`config.mk`:
```
export PLATFORM = sky130hd
export DESIGN_NAME = lru_block_buffer_cache
export DESIGN_NICKNAME = d
export VERILOG_FILES = /design/src/rtl/lbc_pkg.sv /design/src/rtl/lbc_slot_ram.sv /design/src/rtl/lru_block_buffer_cache.sv
export SDC_FILE = /design/constraint.sdc
export NUM_CORES = 2
export LEC_CHECK = 0
export ABC_AREA = 1
export CORE_UTILIZATION = 30
export DETAILED_ROUTE_END_ITERATION = 7
export DONT_BUFFER_PORTS = 1
export PLACE_DENSITY = 0.41
export SLEW_MARGIN = 10
export SYNTH_ARGS = -nofsm -noshare
export SYNTH_HDL_FRONTEND = slang
export SYNTH_SLANG_ARGS = --single-unit
export TNS_END_PERCENT = 50
```
`constraint.sdc`:
```
create_clock -name clk -period 12.18 [get_ports clk]
set_clock_uncertainty 0.2 [all_clocks]
set_input_delay 3.654 -clock clk [delete_from_list [all_inputs] [get_ports clk]]
set_output_delay 3.654 -clock clk [all_outputs]
set_load 0.005 [all_outputs]
```
`src/rtl/lbc_pkg.sv`:
```
`timescale 1ns / 1ps

package lbc_pkg;

  // Default number of buffer slots.
  localparam int NUM_SLOTS_DEF = 32;

  // Field widths of the request and result transactions.
  localparam int DEV_W    = 8;
  localparam int BLOCK_W  = 32;
  localparam int SLOT_W   = 5;
  localparam int FUNC_W   = 2;
  localparam int STATUS_W = 2;

  // Request codes.
  localparam logic [FUNC_W-1:0] FUNC_GET     = 2'd0;
  localparam logic [FUNC_W-1:0] FUNC_WRITE   = 2'd1;
  localparam logic [FUNC_W-1:0] FUNC_RELEASE = 2'd2;
  localparam logic [FUNC_W-1:0] FUNC_IODONE  = 2'd3;

  // Result status codes.
  localparam logic [STATUS_W-1:0] STAT_OK      = 2'd0;
  localparam logic [STATUS_W-1:0] STAT_BUSY    = 2'd1;
  localparam logic [STATUS_W-1:0] STAT_NOBUF   = 2'd2;
  localparam logic [STATUS_W-1:0] STAT_NOTHELD = 2'd3;

endpackage

```
`src/rtl/lbc_slot_ram.sv`:
```
`timescale 1ns / 1ps

// Simple dual-port slot memory: one write port, one read port, registered read data.
module lbc_slot_ram #(
  parameter int DEPTH = lbc_pkg::NUM_SLOTS_DEF,
  parameter int WIDTH = 48
) (
  input  logic                     clk,
  input  logic                     wen,
  input  logic [$clog2(DEPTH)-1:0] waddr,
  input  logic [WIDTH-1:0]         wdata,
  input  logic [$clog2(DEPTH)-1:0] raddr,
  output logic [WIDTH-1:0]         rdata
);

  logic [WIDTH-1:0] mem [DEPTH];

  // Write port.
  always_ff @(posedge clk) begin
    if (wen) begin
      mem[waddr] <= wdata;
    end
  end

  // Read port with registered read data.
  always_ff @(posedge clk) begin
    rdata <= mem[raddr];
  end

endmodule

```
`src/rtl/lru_block_buffer_cache.sv`:
```
`timescale 1ns / 1ps
// Throughput: one request at a time; the next is taken the cycle after a result is
// registered. The single slot memory read port sets this: each scan reads one slot a cycle.
// Reset: synchronous, active high; afterwards a clearing pass over all slots
// initializes the slot memory while s_tready stays low.
module lru_block_buffer_cache #(
  parameter int NUM_SLOTS = lbc_pkg::NUM_SLOTS_DEF
) (
  input  logic        clk,
  input  logic        rst,
  input  logic        s_tvalid,
  output logic        s_tready,
  input  logic [47:0] s_tdata,  // dev [7:0], blockno [39:8], slot [44:40], zero fill
  input  logic [1:0]  s_tuser,  // func [1:0]
  output logic        m_tvalid,
  input  logic        m_tready,
  output logic [15:0] m_tdata   // slot_out [4:0], status [6:5], need_read [7],
                                // need_write [8], zero fill
);

  localparam int AW = $clog2(NUM_SLOTS);
  localparam logic [AW-1:0] LAST = AW'(NUM_SLOTS - 1);

  typedef struct packed {
    logic [lbc_pkg::DEV_W-1:0]   dev;
    logic [lbc_pkg::BLOCK_W-1:0] blk;
    logic                        occ;
    logic                        busy;
    logic                        dirty;
    logic                        valid;
    logic [AW-1:0]               rank;
  } entry_t;

  localparam int EW = $bits(entry_t);

  typedef enum logic [2:0] {
    S_CLEAR, S_IDLE, S_GSCAN, S_GDEC, S_MODIFY, S_RSCAN, S_DONE
  } state_t;

  state_t state;
  logic [AW-1:0] idx;

  logic [lbc_pkg::FUNC_W-1:0]  func_r;
  logic [lbc_pkg::DEV_W-1:0]   dev_r;
  logic [lbc_pkg::BLOCK_W-1:0] blk_r;
  logic [AW-1:0]               slot_idx_r;

  logic          hit_found;
  logic [AW-1:0] hit_idx;
  entry_t        hit_entry;
  logic          vic_found;
  logic [AW-1:0] vic_idx;
  entry_t        vic_entry;
  logic [AW-1:0] rel_rank;

  logic [lbc_pkg::SLOT_W-1:0]   res_slot;
  logic [lbc_pkg::STATUS_W-1:0] res_status;
  logic                         res_read;
  logic                         res_write;

  logic          ram_wen;
  logic [AW-1:0] ram_waddr;
  logic [AW-1:0] ram_raddr;
  entry_t        wr_entry;
  logic [EW-1:0] ram_rdata;
  entry_t        rd_entry;

  logic [lbc_pkg::FUNC_W-1:0]  in_func;
  logic [lbc_pkg::DEV_W-1:0]   in_dev;
  logic [lbc_pkg::BLOCK_W-1:0] in_blk;
  logic [lbc_pkg::SLOT_W-1:0]  in_slot;
  logic                        in_slot_ok;
  logic                        rd_match;
  logic                        rd_cand;
  logic                        out_free;

  assign in_func    = s_tuser;
  assign in_dev     = s_tdata[7:0];
  assign in_blk     = s_tdata[39:8];
  assign in_slot    = s_tdata[44:40];
  assign in_slot_ok = 32'(in_slot) < 32'(NUM_SLOTS);

  assign rd_entry = entry_t'(ram_rdata);
  assign rd_match = rd_entry.occ && (rd_entry.dev == dev_r) && (rd_entry.blk == blk_r);
  assign rd_cand  = !rd_entry.busy && !rd_entry.dirty;
  assign out_free = !m_tvalid || m_tready;
  assign s_tready = (state == S_IDLE);

  lbc_slot_ram #(
    .DEPTH(NUM_SLOTS),
    .WIDTH(EW)
  ) u_ram (
    .clk  (clk),
    .wen  (ram_wen),
    .waddr(ram_waddr),
    .wdata(wr_entry),
    .raddr(ram_raddr),
    .rdata(ram_rdata)
  );

  // Memory address and write data for the current step.
  always_comb begin
    ram_wen   = 1'b0;
    ram_waddr = idx;
    ram_raddr = idx + AW'(1);
    wr_entry  = rd_entry;
    case (state)
      S_CLEAR: begin
        ram_wen       = 1'b1;
        wr_entry      = '0;
        wr_entry.rank = LAST - idx;
      end
      S_IDLE: begin
        ram_raddr = (in_func == lbc_pkg::FUNC_GET) ? '0 : AW'(in_slot);
      end
      S_GSCAN: begin
        ram_raddr = idx + AW'(1);
      end
      S_GDEC: begin
        if (hit_found) begin
          ram_waddr     = hit_idx;
          wr_entry      = hit_entry;
          wr_entry.busy = 1'b1;
          ram_wen       = !hit_entry.busy;
        end else begin
          ram_waddr      = vic_idx;
          wr_entry       = vic_entry;
          wr_entry.dev   = dev_r;
          wr_entry.blk   = blk_r;
          wr_entry.occ   = 1'b1;
          wr_entry.busy  = 1'b1;
          wr_entry.dirty = 1'b0;
          wr_entry.valid = 1'b0;
          ram_wen        = vic_found;
        end
      end
      S_MODIFY: begin
        ram_raddr = '0;
        ram_waddr = slot_idx_r;
        if (func_r == lbc_pkg::FUNC_WRITE) begin
          wr_entry.dirty = 1'b1;
          ram_wen        = rd_entry.busy;
        end else if (func_r == lbc_pkg::FUNC_IODONE) begin
          wr_entry.valid = 1'b1;
          wr_entry.dirty = 1'b0;
          ram_wen        = 1'b1;
        end
      end
      S_RSCAN: begin
        ram_wen = 1'b1;
        if (idx == slot_idx_r) begin
          wr_entry.rank = '0;
          wr_entry.busy = 1'b0;
        end else if (rd_entry.rank < rel_rank) begin
          wr_entry.rank = rd_entry.rank + AW'(1);
        end
      end
      default: begin
        ram_wen = 1'b0;
      end
    endcase
  end

  // Sequencer and registered result.
  always_ff @(posedge clk) begin
    if (rst) begin
      state     <= S_CLEAR;
      idx       <= '0;
      m_tvalid  <= 1'b0;
      hit_found <= 1'b0;
      vic_found <= 1'b0;
    end else begin
      // A taken result drops valid unless the next one is loaded in the same cycle.
      if (m_tvalid && m_tready && (state != S_DONE)) begin
        m_tvalid <= 1'b0;
      end
      case (state)
        S_CLEAR: begin
          idx <= idx + AW'(1);
          if (idx == LAST) begin
            state <= S_IDLE;
          end
        end
        S_IDLE: begin
          if (s_tvalid) begin
            func_r     <= in_func;
            dev_r      <= in_dev;
            blk_r      <= in_blk;
            slot_idx_r <= AW'(in_slot);
            hit_found  <= 1'b0;
            vic_found  <= 1'b0;
            idx        <= '0;
            res_slot   <= in_slot;
            res_read   <= 1'b0;
            res_write  <= 1'b0;
            if (in_func == lbc_pkg::FUNC_GET) begin
              state <= S_GSCAN;
            end else if (!in_slot_ok) begin
              res_status <= lbc_pkg::STAT_NOTHELD;
              state      <= S_DONE;
            end else begin
              state <= S_MODIFY;
            end
          end
        end
        S_GSCAN: begin
          // First matching slot, and the least recent clean free slot.
          if (rd_match && !hit_found) begin
            hit_found <= 1'b1;
            hit_idx   <= idx;
            hit_entry <= rd_entry;
          end
          if (rd_cand && (!vic_found || rd_entry.rank > vic_entry.rank)) begin
            vic_found <= 1'b1;
            vic_idx   <= idx;
            vic_entry <= rd_entry;
          end
          idx <= idx + AW'(1);
          if (idx == LAST) begin
            state <= S_GDEC;
          end
        end
        S_GDEC: begin
          state <= S_DONE;
          if (hit_found) begin
            res_slot <= 5'(hit_idx);
            if (hit_entry.busy) begin
              res_status <= lbc_pkg::STAT_BUSY;
            end else begin
              res_status <= lbc_pkg::STAT_OK;
              res_read   <= !hit_entry.valid;
            end
          end else if (vic_found) begin
            res_slot   <= 5'(vic_idx);
            res_status <= lbc_pkg::STAT_OK;
            res_read   <= 1'b1;
          end else begin
            res_status <= lbc_pkg::STAT_NOBUF;
          end
        end
        S_MODIFY: begin
          state <= S_DONE;
          if (func_r == lbc_pkg::FUNC_IODONE) begin
            res_status <= lbc_pkg::STAT_OK;
          end else if (!rd_entry.busy) begin
            res_status <= lbc_pkg::STAT_NOTHELD;
          end else if (func_r == lbc_pkg::FUNC_WRITE) begin
            res_status <= lbc_pkg::STAT_OK;
            res_write  <= 1'b1;
          end else begin
            // Release of a held slot: rank update pass over all slots.
            res_status <= lbc_pkg::STAT_OK;
            rel_rank   <= rd_entry.rank;
            idx        <= '0;
            state      <= S_RSCAN;
          end
        end
        S_RSCAN: begin
          idx <= idx + AW'(1);
          if (idx == LAST) begin
            state <= S_DONE;
          end
        end
        S_DONE: begin
          if (out_free) begin
            m_tvalid <= 1'b1;
            m_tdata  <= {7'b0, res_write, res_read, res_status, res_slot};
            state    <= S_IDLE;
          end
        end
        default: begin
          state <= S_IDLE;
        end
      endcase
    end
  end

endmodule

```
==> flow_summary_export.csv <==
group,metric,value,unit
cts,clock-root-buffer,"clkbuf_16",
cts,cts_tree,"done",
synthesis,synth_area_leaders,"edfxtp_1 67%, nand3_1 11%, nand2_1 9.0%",
worst_setup_path,end_kind,"flop",
global_route,grt_use_total,0.1980,
floorplanning,core_area,0.2523,mm2
cts,clk_path_buf_depth,3,
floorplanning,die_w,506.8,um
hold_path,holdPathEnd,"m_tdata[1]$_DFFE_PP_",
cts,postCtsResizedCells,0,
global_route,grt_overflow,0,
timing,max_freq,0.1523,GHz
synthesis,ys_types,41,
global_route,grt_start_max_net_pins,174,
timing,slew_headroom,0.1744,
cts,clk-insertion-delay-late,860,ps
synthesis,ys.flop_type,"edfxtp_1",
cts,postCtsSetupBuffers,0,
cts,cts_sinks,1762,
finish,n_fill_cell,25280,
floorplanning,ioPinCount,72,
worst_setup_path,r2r-end,"u_ram.mem[6][18]$_DFFE_PP_",
worst_setup_path,r2r_setup_slack,6390,ps
global_route,grt_pass1_wl,366800,um
power_and_ir_drop,intPower,11.22,mW
synthesis,synth_warnings,0,
finish,area_delta_synth_final,12.89,%
routing,dr.pass1.iters,5,
cts,htree_num_levels,4,
cts,clk_pin_slew,60,ps
power_and_ir_drop,seqPwrFrac,0.435,
synthesis,synth_seq_cells,1762,
timing,rsz0062_at_grt,"false",
floorplanning,fp.dieH,506.8,um
synthesis,ys_seq_area_frac,0.6842,
timing,tns,0,ps
routing,route.vias.total,51330,
worst_setup_path,critical_path_required,12620,ps
synthesis,synth_area,0.07645,mm2
finish,final_cells,10530,
timing,tightest_slew,1238,ps
synthesis,async_flop_share,0,
worst_setup_path,r2r-start,"state[1]$_SDFFE_PP0P_",
worst_setup_path,path_max_fanout,66,
timing,min_period_over_period,0.5392,
finish,drive_above_1_share,0.06807,
routing,drtIter0Drc,5019,
job,cap_viol_max_count,0,
power_and_ir_drop,switching_share,0.3212,
routing,drc_errors,0,
synthesis,synth_top_area_frac,0.6685,
routing,wl,257400,um
worst_setup_path,crit_arrival,7010,ps
hold_path,worstHoldStart,"res_slot[1]$_DFFE_PP_",
synthesis,syn_avg_cell_area,10.70,um2
cts,cts_buffers,195,
power_and_ir_drop,leakagePower,34.04,nW
timing,finalMaxSlewViolations,0,
routing,vias_per_cell,4.873,
placement,dp_cells,10170,
routing,drt-wirelength-per-cell,24.43,um
worst_setup_path,path_class,"input pin to flop",
synthesis,yosysTopAreaCell,"edfxtp_1",
cts,cts_hold_buf,0,
hold_path,holdPathStages,0,
synthesis,syn_inst,7142,
floorplanning,die-area,0.2569,mm2
power_and_ir_drop,combinationalPowerShare,0.220,
power_and_ir_drop,switching_power,5.308,mW
power_and_ir_drop,ir_drop,0.1741,mV
synthesis,synth-edff-count,1702,
synthesis,synthTopCellsByCount,"1843 x nand2_1, 1719 x nand3_1, 1702 x edfxtp_1, 875 x inv_1, 376 x buf_2",
finish,fin_nets,7087,
worst_setup_path,start_kind,"input pin",
global_route,grt_pass1_vias,48840,
power_and_ir_drop,clkPwrFrac,0.345,
placement,dp_hpwl,125300,um
placement,port_buffers,0,
outcome,status,"completed",
timing,hold_violations,0,
power_and_ir_drop,power_density,191.5,mW/mm2
placement,place.gp.congestion,0.7796,
routing,ant_nets,0,
global_route,antenna_found_initial,5,
timing,min_period,6567,ps
worst_setup_path,reg2reg_depth,8,
floorplanning,initial_core_util,0.3030,
timing,finalSetupViolations,0,
floorplanning,rows,184,
synthesis,yosysMostFrequentCell,"nand2_1",
worst_setup_path,crit_path_start,"s_tuser[1]",
hold_path,hold_class,"flop to flop",
## layer usage
| layer | share of wire | track usage | vias up |
|---|---|---|---|
| met4 | 0.021 | 0.05063 | 0 |
| met2 | 0.46 | 0.3166 | 1381 |
| met3 | 0.053 | 0.02680 | 313 |
| met1 | 0.47 | 0.2817 | 25680 |
| li1 | - | - | 23960 |
| met5 | 0 | 0 | - |
## through the flow
step / power, mW / hold WS, ps / utilization / setup slack, ps / cell area [um2]
2_1_floorplan: 9.645 / 200.3 / - / 3701 / 76480
3_3_place_gp: 10.97 / 201.9 / 0.3175 / 4785 / 80120
3_5_place_dp: 10.96 / 211.0 / 0.3175 / 4787 / 80120
4_1_cts: 16.68 / 220.8 / 0.3417 / 5721 / 86210
5_1_grt: 17.28 / 233.1 / 0.3420 / 5430 / 86310
6_report: 16.52 / 220.1 / 0.3421 / 5613 / 86310
## state kept, by name, indices dropped and copies added, names as in the netlist, 2 cells and up
name	flops
func_r	2
u_ram.rdata	49
blk_r	32
m_tdata	9
hit_entry	49
vic_idx	5
res_slot	5
u_ram.mem	1568
rel_rank	5
dev_r	8
idx	5
hit_idx	5
slot_idx_r	5
state	3
vic_entry	5
res_status	2
## layout make-up
| class | count | area, um2 | share of cell area |
|---|---|---|---|
| antenna | 2 | 5.005 | 0.00005799 |
| inverter | 880 | 3317 | 0.03843 |
| multi-input combinational | 4051 | 19230 | 0.2229 |
| clock inverter | 88 | 648.1 | 0.007509 |
| timing repair buffer | 131 | 1159 | 0.01342 |
| sequential | 1762 | 52310 | 0.6061 |
| tap | 3348 | 4189 | 0.04854 |
| clock buffer | 272 | 5445 | 0.06309 |
## power by group through the flow
stage / combinational [mW] / sequential (mW) / clock (mW)
2_1_floorplan: 2.40 / 7.24 / 0
3_3_place_gp: 3.65 / 7.31 / 0
3_5_place_dp: 3.65 / 7.32 / 0
4_1_cts: 3.66 / 7.19 / 5.84
5_1_grt: 4.03 / 7.21 / 6.05
6_report: 3.64 / 7.19 / 5.70
## worst max-delay path: stages
cell	delay, ps
nor2_1	120
nor2_1	90
nand2_4	530
buf_4	750
buf_4	810
nand3_1	150
nand3_1	140
nand3_1	120
nand3_1	140
nand2_1	80
nand2_1	60
nand2_1	240
## cells by family after synthesis
family | synth area share
and+or+nand+nor | 0.2293
xor gates and xnor gates | 0.002062
other | 0.00004905
buffers and inverters | 0.07233
AOI/OAI and AO/OA | 0.01008
adders and majority gates | 0.001964
DFF | 0.6842
## cell usage in the layout, fill, tap and decap left out, types with 8 or more instances in the layout
master,count
edfxtp_1,1702
inv_1,873
xnor2_1,8
clkbuf_16,200
o21ai_2,10
clkbuf_8,17
ha_1,12
nor2_4,36
o21ai_4,11
nor3_1,10
a21oi_1,19
clkbuf_1,55
clkinv_2,24
clkinv_1,46
nand3b_1,196
buf_12,14
dfxtp_1,59
nor2_1,58
nand2_1,1838
o21ai_0,50
o22ai_1,17
nand3_1,1717
xor2_1,10
buf_4,117
## worst max path at each step
stage / to / slack (ps)
2_1_floorplan: hit_entry[0]$_DFFE_PP_ / 3700
3_3_place_gp: u_ram.rdata[1]$_DFF_P_ / 4790
3_5_place_dp: u_ram.rdata[1]$_DFF_P_ / 4790
4_1_cts: u_ram.rdata[1]$_DFF_P_ / 5720
5_1_grt: u_ram.rdata[1]$_DFF_P_ / 5430
6_report: u_ram.rdata[1]$_DFF_P_ / 5610
No activity file was read; power rests on OpenSTA's default activity.
